**src/rtl/core/mpvp_pkg.sv**
```systemverilog
// shared types and constants for the minimum pulse pwm block
`timescale 1ns / 1ps
package mpvp_pkg;

  localparam int unsigned LevelW = 11;
  localparam int unsigned TimeW  = 64;
  localparam int unsigned MinW   = 20;
  localparam logic [MinW-1:0] MinPulseReset = 20'd1250;

  typedef struct packed {
    logic [LevelW-1:0] requested_level;
    logic [TimeW-1:0]  timer_now;
  } in_beat_t;

  typedef struct packed {
    logic             pin_level;
    logic [TimeW-1:0] alarm_time;
    logic             alarm_in_future;
  } out_beat_t;

  // divider request and answer
  typedef struct packed {
    logic             start;
    logic [TimeW-1:0] dividend;
    logic [LevelW+6-1:0] divisor;
  } div_req_t;

  typedef struct packed {
    logic             done;
    logic [TimeW-1:0] quotient;
  } div_rsp_t;

endpackage

```
**src/rtl/core/mpvp_divider.sv**
```systemverilog
// restoring serial divider, one quotient bit per cycle
`timescale 1ns / 1ps
module mpvp_divider
  import mpvp_pkg::*;
(
  input  logic     clk_i,
  input  logic     rst_ni,
  input  div_req_t req_i,
  output div_rsp_t rsp_o
);

  localparam int unsigned DW = LevelW + 6;

  logic [TimeW-1:0] quo_q, quo_d;
  logic [DW-1:0]    rem_q, rem_d;
  logic [DW-1:0]    dvs_q, dvs_d;
  logic [6:0]       cnt_q, cnt_d;
  logic             busy_q, busy_d, done_q, done_d;
  logic [DW:0]      trial;

  // shift in next dividend bit and try a subtract
  always_comb begin
    quo_d  = quo_q;
    rem_d  = rem_q;
    dvs_d  = dvs_q;
    cnt_d  = cnt_q;
    busy_d = busy_q;
    done_d = 1'b0;
    trial  = {rem_q, quo_q[TimeW-1]};
    if (req_i.start) begin
      quo_d  = req_i.dividend;
      rem_d  = '0;
      dvs_d  = req_i.divisor;
      cnt_d  = 7'(TimeW);
      busy_d = 1'b1;
    end else if (busy_q) begin
      if (trial >= {1'b0, dvs_q}) begin
        rem_d = DW'(trial - {1'b0, dvs_q});
        quo_d = {quo_q[TimeW-2:0], 1'b1};
      end else begin
        rem_d = trial[DW-1:0];
        quo_d = {quo_q[TimeW-2:0], 1'b0};
      end
      cnt_d = cnt_q - 7'd1;
      if (cnt_q == 7'd1) begin
        busy_d = 1'b0;
        done_d = 1'b1;
      end
    end
  end

  always_ff @(posedge clk_i or negedge rst_ni) begin
    if (!rst_ni) begin
      busy_q <= 1'b0;
      done_q <= 1'b0;
      cnt_q  <= '0;
    end else begin
      busy_q <= busy_d;
      done_q <= done_d;
      cnt_q  <= cnt_d;
    end
  end

  always_ff @(posedge clk_i) begin
    quo_q <= quo_d;
    rem_q <= rem_d;
    dvs_q <= dvs_d;
  end

  assign rsp_o.done     = done_q;
  assign rsp_o.quotient = quo_q;

endmodule

```
**config.mk**
```make
export PLATFORM = sky130hd
export DESIGN_NAME = mpvp_divider
export DESIGN_NICKNAME = d
export VERILOG_FILES = /design/src/rtl/core/mpvp_pkg.sv /design/src/rtl/core/mpvp_divider.sv
export SDC_FILE = /design/constraint.sdc
export NUM_CORES = 1
export LEC_CHECK = 0
export ABC_AREA = 0
export BUFFER_PORTS_ARGS = -buffer_cell sky130_fd_sc_hd__clkbuf_2
export CAP_MARGIN = 20
export CORE_ASPECT_RATIO = 1.4
export CORE_MARGIN = 1.5
export CORE_UTILIZATION = 53
export CTS_CLUSTER_DIAMETER = 120
export DETAILED_ROUTE_END_ITERATION = 10
export PLACE_DENSITY = 0.9
export SYNTH_ARGS = -nofsm -noshare
export SYNTH_HDL_FRONTEND = slang
export SYNTH_SLANG_ARGS = --single-unit
```
**constraint.sdc**
```tcl
create_clock -name clk_i -period 3.5 [get_ports clk_i]
set_input_delay 0.525 -clock clk_i [delete_from_list [all_inputs] [get_ports clk_i]]
set_output_delay 0.525 -clock clk_i [all_outputs]
set_load 0.02 [all_outputs]
```
After elaboration in Yosys (flattened, before gate mapping)
Index checks and enable logic that the tools add are counted.
- flip-flop bits (word level): 107
- output and inout port bits: 65
- logic and storage cells: 23
- add/sub/neg operators: 2
- $lt $le $gt $ge: 1
- eq/ne operators: 1
- muxes and demuxes: 12
- reduce and logical (&&, ||, !) cells: 1
- operators with widths (kind ; count):
    64-bit 2-to-1 mux ; 2
    18-bit by 17-bit greater-or-equal comparator with 1-bit output ; 1
    17-bit 2-to-1 mux ; 1
    17-bit subtractor ; 1
    7-bit 2-to-1 mux ; 2
    7-bit by 1-bit equality test with 1-bit output, second input constant ; 1
    1-bit 2-to-1 mux ; 7
    7-bit by 1-bit subtractor with 7-bit output, second input constant ; 1
    2-bit nonzero test ; 1

Depth between registers and ports, before layout
Gate-level depths: netlist (run 1).
- word-level depth: 4
- depth in mapped cells: 12
- depth with buffers taken out: 10

Worst setup path before layout (run 1)
No wires, ideal clock.
- path kind: input to register
- start point: input req_i[81] (netlist name)
- end point: register quo_q[0], enable pin
- library setup time: 0.418 ns
- arrival time: 2.421 ns
- data required time: 3.082 ns
- setup slack: 0.661 ns
- stages on the path: 4
- buffers on the path: 2
- path through: clkbuf_1 > clkbuf_1 > nor2_1 > inv_1
- longest elaborated chain between the ends: 1
- ends and longest elaborated chain (element ; RTL line ; text):
    start, declared ; mpvp_divider.sv:8 ; input div_req_t req_i,
    2-bit nonzero test (no source line) ; - ;
    end signal, assigned ; mpvp_divider.sv:65 ; quo_q <= quo_d;
    end, declared ; mpvp_divider.sv:14 ; logic [TimeW-1:0] quo_q, quo_d;
No other way between the ends.
A chain may end at the register's enable or synchronous reset.

Worst setup path in the final report (run 1)
- start point: register quo_q[63]
- end point: register rem_q[8]
- longest elaborated chain between the ends: 2
- elaborated cells on any way between the ends: 3
- those cells by class: 1 x add/sub; 1 x order compare; 1 x mux
- ends and longest elaborated chain (element ; RTL line ; text):
    17-bit subtractor / 18-bit by 17-bit greater-or-equal comparator with 1-bit output (equally long branches) ; mpvp_divider.sv:38, mpvp_divider.sv:37 ;
    17-bit 2-to-1 mux * ; mpvp_divider.sv:37 ; if (trial >= {1'b0, dvs_q}) begin
    end signal, assigned ; mpvp_divider.sv:66 ; rem_q <= rem_d;
    end, declared ; mpvp_divider.sv:15 ; logic [DW-1:0] rem_q, rem_d;
Every way passes the cells marked *; elsewhere a longest branch is shown, timed or not.

==> results of run 1 <==
-- cells by family after synthesis --
| group | share of synthesized area (%) |
|---|---|
| buffers and inverters | 3.83 |
| multiplexers | 14.0 |
| AO/OA/AOI/OAI | 10.0 |
| AND/OR/NAND/NOR | 8.67 |
| flip-flops | 56.0 |
| XOR/XNOR | 2.62 |
| adder cells (fa/ha/maj) | 4.82 |
-- critical path, cell delays in order, from the launching register on --
cell,delay (ns)
edfxtp_1,0.42
inv_1,0.08
ha_1,0.15
inv_1,0.06
fa_1,0.40
a21o_2,0.27
a221oi_1,0.61
a21oi_1,0.15
nor3b_1,0.21
nor4_1,0.08
nor4_1,0.28
-- cells in the mapped netlist, drive strengths merged, types with 9 or more instances --
cell and number:
ha 19, nor2 29, inv 23, dfxtp 17, o21ai 11, dfrtp 9
xnor2 11, clkbuf 12, edfxtp 81, a21oi 19, buf 12, nand2 26
mux2 64
-- flip-flops by register name, summed over array words and instances (netlist names) --
name    count
done_q      1
busy_q      1
quo_q      64
cnt_q       7
dvs_q      17
rem_q      17
-- layer usage --
| metal | vias to the layer above | share of wire (%) | track usage, % |
|---|---|---|---|
| li1 | 1879 | - | - |
| met1 | 1918 | 38 | 27.2 |
| met2 | 191 | 52 | 41.4 |
| met3 | 22 | 7.7 | 7.18 |
| met4 | 0 | 2.7 | 11.6 |
| met5 | - | 0 | 0 |
-- cell type report --
class,count,share of cell area [%]
flip-flops and latches,107,46.4
multi-input cells,275,33.2
repair buffers,152,12.0
clock buffers,10,3.54
well taps,135,2.61
inverters,23,1.34
clock inverters,6,0.948
-- metrics by stage --
stage | hold slack [ns] | setup WS [ns] | power, mW | instance area [um^2]
3_3_place_gp | 0.390 | 0.814 | 2.43 | 6180
3_5_place_dp | 0.392 | 0.728 | 2.46 | 6180
2_1_floorplan | 0.229 | 0.661 | 2.20 | 5350
4_1_cts | 0.0211 | 0.720 | 3.45 | 6470
5_1_grt | 0.0260 | 0.489 | 3.57 | 6470
6_report | 0.0159 | 0.695 | 3.44 | 6470
-- power by group --
part / switching, mW / total, mW / leakage, nW / internal (mW)
Clock: 0.485 / 0.983 / 0.138 / 0.498
Combinational: 0.462 / 0.788 / 1.54 / 0.326
Sequential: 0.110 / 1.67 / 1.09 / 1.56
Total: 1.06 / 3.44 / 2.77 / 2.38
-- worst paths after layout --
kind	to	slack (ns)	cells after the start
max	rem_q[8]	0.69	10
min	cnt_q[1]	0.02	1
max reg2reg	rem_q[8]	0.69	10
min reg2reg	rem_q[16]	0.49	2
max in group asynchronous	cnt_q[6]	3.29	1
min in group clk_i	dvs_q[9]	0.35	1
-- cell usage in the layout, fill, tap and decap left out, drive strengths merged, types with 3 or more instances in the layout --
cell type  synthesis  final
a211o              4      4
a211oi             6      6
a21o               6      6
a21oi             19     19
a311oi             6      6
a32oi              5      5
and3               3      3
buf               12      5
clkbuf            12    157
clkinv             0      4
dfrtp              9      9
dfxtp             17     17
edfxtp            81     81
ha                19     19
inv               23     24
mux2              64     64
mux2i              3      3
nand2             26     26
nand2b             6      6
nand3              5      5
nand4              6      6
nor2              29     29
nor3               5      5
nor3b              3      3
nor4               3      3
o211ai             5      5
o21ai             11     11
o31ai              4      4
xnor2             11     11
xor2               5      5
==> metrics.txt, run 1 <==
outcome finished clean; post-route ant nets 0; final worst-path cycle share 80.1%; flops & latches, synth 107; synthesized area per cell 12.5 um^2; Hold Fails Final Rpt 0; Post-Synthesis Cells 429; Placed Instances 692; Die ar. 10700 um^2; H-tree levels 3; Longest Clk Path Bufs 2; row cnt 43; worst min-delay path class primary input to asynchronous set/reset pin; CTS root buffer clkbuf_16; Worst-Skew Late Latency 0.35 ns; CTS Buf Count 9; vias in the first global route 4091; Seq. cell area 3000 um^2; CP Capture Type flip-flop; Layout Cells excl Fill 708; CTS tree yes; Data required, critical path 3.75 ns; area of the multi-input gates 2150 um^2; sequential area share after synthesis 56.0%; vias per std cell 5.66; net count reported at finish 672; Final Skew 0.00954 ns; startpoint type of the worst setup path flip-flop; # setup viols final 0; GRT overflow 0; Antenna Cells 0; share of cells above drive strength 1 41.4%; initial antenna violation count 0; Slew Viols, Final 0; Max Cap Violations 0; top cells by area, synth edfxtp_1 (45%), mux2_2 (13%), dfxtp_1 (6.4%), ha_1 (4.4%), dfrtp_1 (4.2%); Iteration-0 DRC Markers 263; detailed-route via count 4010; Core Area 9850 um^2; Ys Warns 0; worst slew pin tran 0.800 ns; Hold-fix buffers, CTS 0; HPWL after detailed placement 8.94 mm; port buffer count 148; I/O pin cnt 149; worst ir drop on vdd 0.361 mV; f_max 0.356 GHz; routed len/inst 18.2 um; Primary FF master, synth edfxtp_1; Post-synth EDFFs 81; Total Wirelength 12.9 mm; post-synth top area cell edfxtp_1; Initial Util 54.4%; Post-synth ARST share 8.41%; global-route usage over all layers 24.2%; Slew Limit Headroom 46.7%; syn nets 533; 1st-pass router iterations 5; Clock transition at path regs 0.07 ns; Final Util 65.7%; Remaining DRCs 0; LEAKAGE 2.77 nW; die width 87.9 um; GPL Wtd Cong 0.876; post-route minimum period 2.81 ns; Clock Sinks 107; post-synthesis cell type count 53; first-pass GRT wire length 19.5 mm; Die Ht 122 um; crit path max fanout 4; largest net degree at the start of global routing 65; WS Path Type flip-flop to flip-flop; post-cts resize count 0; top cell type's share of synthesized area 45.4%; Final TNS setup 0 ns; Post-Synthesis Cell Area 5350 um^2; Filler cells 717; Crit Reg-Reg Startpoint quo_q[63]; unrepaired setup endpoints after global routing false; Worst Setup SP quo_q[63]; area added between synthesis and finish 20.8%; Worst Path Arrival 3.06 ns; power per cell area 532 nW/um^2; Post-CTS Setup Inserts 0
(Power assumes the default switching activity.)
==> inputs of run 2 (changes only) <==
ABC_AREA = 1   (was 0)
PLACE_DENSITY = 0.89   (was 0.9)
clock period = 2.7 ns   (was 3.5 ns; I/O delays follow)
==> run 2 against run 1 <==
Routed wire length increased by 6.8%. Sequential share of layout area decreased by 2.4 points. Utilization up 0.20 points. Clock-buffer cell count unchanged. Critical endpoint is now rem_q[14].
==> metrics.txt, run 2 <==
Iteration-0 DRC Markers 286; final worst-path cycle share 83.0%; Worst Path Arrival 2.49 ns; max incr delay on CP 0.47 ns; syn nets 792; largest net degree at the start of global routing 80; Core Area 10300 um^2; WS Path Type flip-flop to flip-flop; Layout Cells excl Fill 980; GPL Wtd Cong 0.895; Post-Synthesis Cells 688; GRT overflow 0; Hold Fails Final Rpt 0; Ys Warns 0; top cell type's share of synthesized area 43.1%; Remaining DRCs 0; LEAKAGE 3.66 nW; Slew Limit Headroom 43.6%; Placed Instances 963; HPWL after detailed placement 10.4 mm; Total Wirelength 13.8 mm; Crit Reg-Reg Startpoint quo_q[63]; Most flops, register quo_q; Max Cap Violations 0; area added between synthesis and finish 20.7%; share of cells above drive strength 1 22.4%; post-route ant nets 0; top-count cell post-synth nand2_1; sequential area share after synthesis 53.1%; Critical Path Most Common Cell nand2_1; Reg2Reg Depth 14; post-synthesis cell type count 32; Die Ht 125 um; Largest register FFs 64; hold wc startpoint req_i[12]; CP Capture Type flip-flop; die width 90.3 um; Worst R2R Setup Slack 0.46 ns; Antenna Cells 0; 1st-pass router iterations 5; worst hold path depth 1; initial antenna violation count 0; Longest Clk Path Bufs 2; Largest regs quo_q (64), dvs_q (17), rem_q (17); I/O pin cnt 149; first-pass GRT wire length 22.6 mm; synthesized area per cell 8.21 um^2; CTS root buffer clkbuf_16; Die ar. 11300 um^2; vias per std cell 5.02; Final Skew 0.00824 ns; post-synth top area cell edfxtp_1; CTS Buf Count 9; Initial Util 54.6%; R2R Path End rem_q[14]; startpoint type of the worst setup path flip-flop; vias in the first global route 4784; Crit-path slowest cell fa_1; pre-CTS WS 0.540 ns; Clock transition at path regs 0.08 ns; Worst Hold End dvs_q[12]; Post-CTS Setup Inserts 0; Worst-Skew Late Latency 0.35 ns; Final Worst Setup Slack 0.459 ns; Post-Synthesis Cell Area 5650 um^2; worst slew pin tran 0.844 ns; CTS tree yes; power per cell area 862 nW/um^2; Post-synth EDFFs 81; most frequent cells in the layout nand2_1 (323), clkbuf_2 (147), edfxtp_1 (81); routed len/inst 14.0 um; net count reported at finish 941; f_max 0.446 GHz; row cnt 44; port buffer count 148; worst min-delay path class primary input to flip-flop; outcome finished clean; worst ir drop on vdd 0.466 mV; unrepaired setup endpoints after global routing false; Post-synth ARST share 8.41%; crit path cell chain inv_1, ha_1, inv_1, fa_1, nand3_1, nand3_1, nand2_1, nand2_1, nand3_1, nand2_1, nand2_1, nand3_1, nand2_1, nand2_1; post-route minimum period 2.24 ns; Data required, critical path 2.95 ns; Primary FF master, synth edfxtp_1; detailed-route via count 4924; # setup viols final 0; flops & latches, synth 107; Clock Sinks 107; Slew Viols, Final 0; H-tree levels 3; top cells by area, synth edfxtp_1 (43%), nand2_1 (21%), dfxtp_1 (6.0%), inv_1 (5.3%), ha_1 (4.2%); Final TNS setup 0 ns; global-route usage over all layers 25.4%; commonest non-fill, non-tap cell in the layout nand2_1; Synth top cells by count nand2_1 (323), edfxtp_1 (81), inv_1 (80); crit path max fanout 4
run 2: worst max-delay path: cells and delay by family, from the launching register on:
kind / cells / cell delay [ns]
adder cells (fa/ha/maj): 2 / 0.61
AND/OR/NAND/NOR: 10 / 0.96
buffers and inverters: 2 / 0.16
flip-flops: 1 / 0.39
run 2: final cells by class:
type | count | area (um^2)
Tap cell | 138 | 173
Clock inverter | 6 | 48.8
Inverter | 82 | 309
Clock buffer | 10 | 229
Multi-Input combinational cell | 476 | 2210
Fill cell | 905 | 3530
Timing Repair Buffer | 161 | 853
Sequential cell | 107 | 3000
run 2: kinds of logic after synthesis:
logic type	after synthesis	share of synthesized area, %
AOI/OAI and AO/OA	32	3.03
xor gates and xnor gates	7	1.09
adders and majority gates	20	4.56
buffers and inverters	105	7.86
DFF	107	53.1
and+or+nand+nor	417	30.4
run 2: how the worst max path moves through the flow:
stage	cells after the start	endpoint	startpoint	slack, ns
after global routing	11	rem_q[4]	quo_q[63]	0.26
after detailed placement	14	rem_q[16]	quo_q[63]	0.54
final	14	rem_q[14]	quo_q[63]	0.46
after floorplan	12	rem_q[7]	quo_q[63]	0.65
after global placement	14	rem_q[16]	quo_q[63]	0.56
after CTS	14	rem_q[16]	quo_q[63]	0.49
run 2: per-stage QoR:
step	util [%]	area, um^2	hold slack, ns	total power, mW
final	65.9	6820	0.225	5.88
after global placement	63.1	6530	0.278	4.58
after global routing	65.9	6820	0.217	6.27
after CTS	65.9	6820	0.217	5.87
after floorplan	-	5650	0.109	4.00
after detailed placement	63.1	6530	0.280	4.62
run 2: power breakdown:
| group | switching [mW] | total, mW | internal, mW |
|---|---|---|---|
| clock network | 0.619 | 1.26 | 0.637 |
| registers | 0.198 | 2.27 | 2.07 |
| logic | 1.49 | 2.36 | 0.864 |
run 2: metal layers:
metal / part of all wire, % / track usage, % / up-vias
met5: 0 / 0 / -
met4: 3.0 / 12.0 / 0
met3: 6.6 / 5.17 / 27
met2: 53 / 45.5 / 187
met1: 37 / 28.9 / 2235
li1: - / - / 2475
run 2: timing repair:
action	CTS	global route
hold buffers	1	0
hold endpoints to repair	9	0
gates resized for setup	0	0
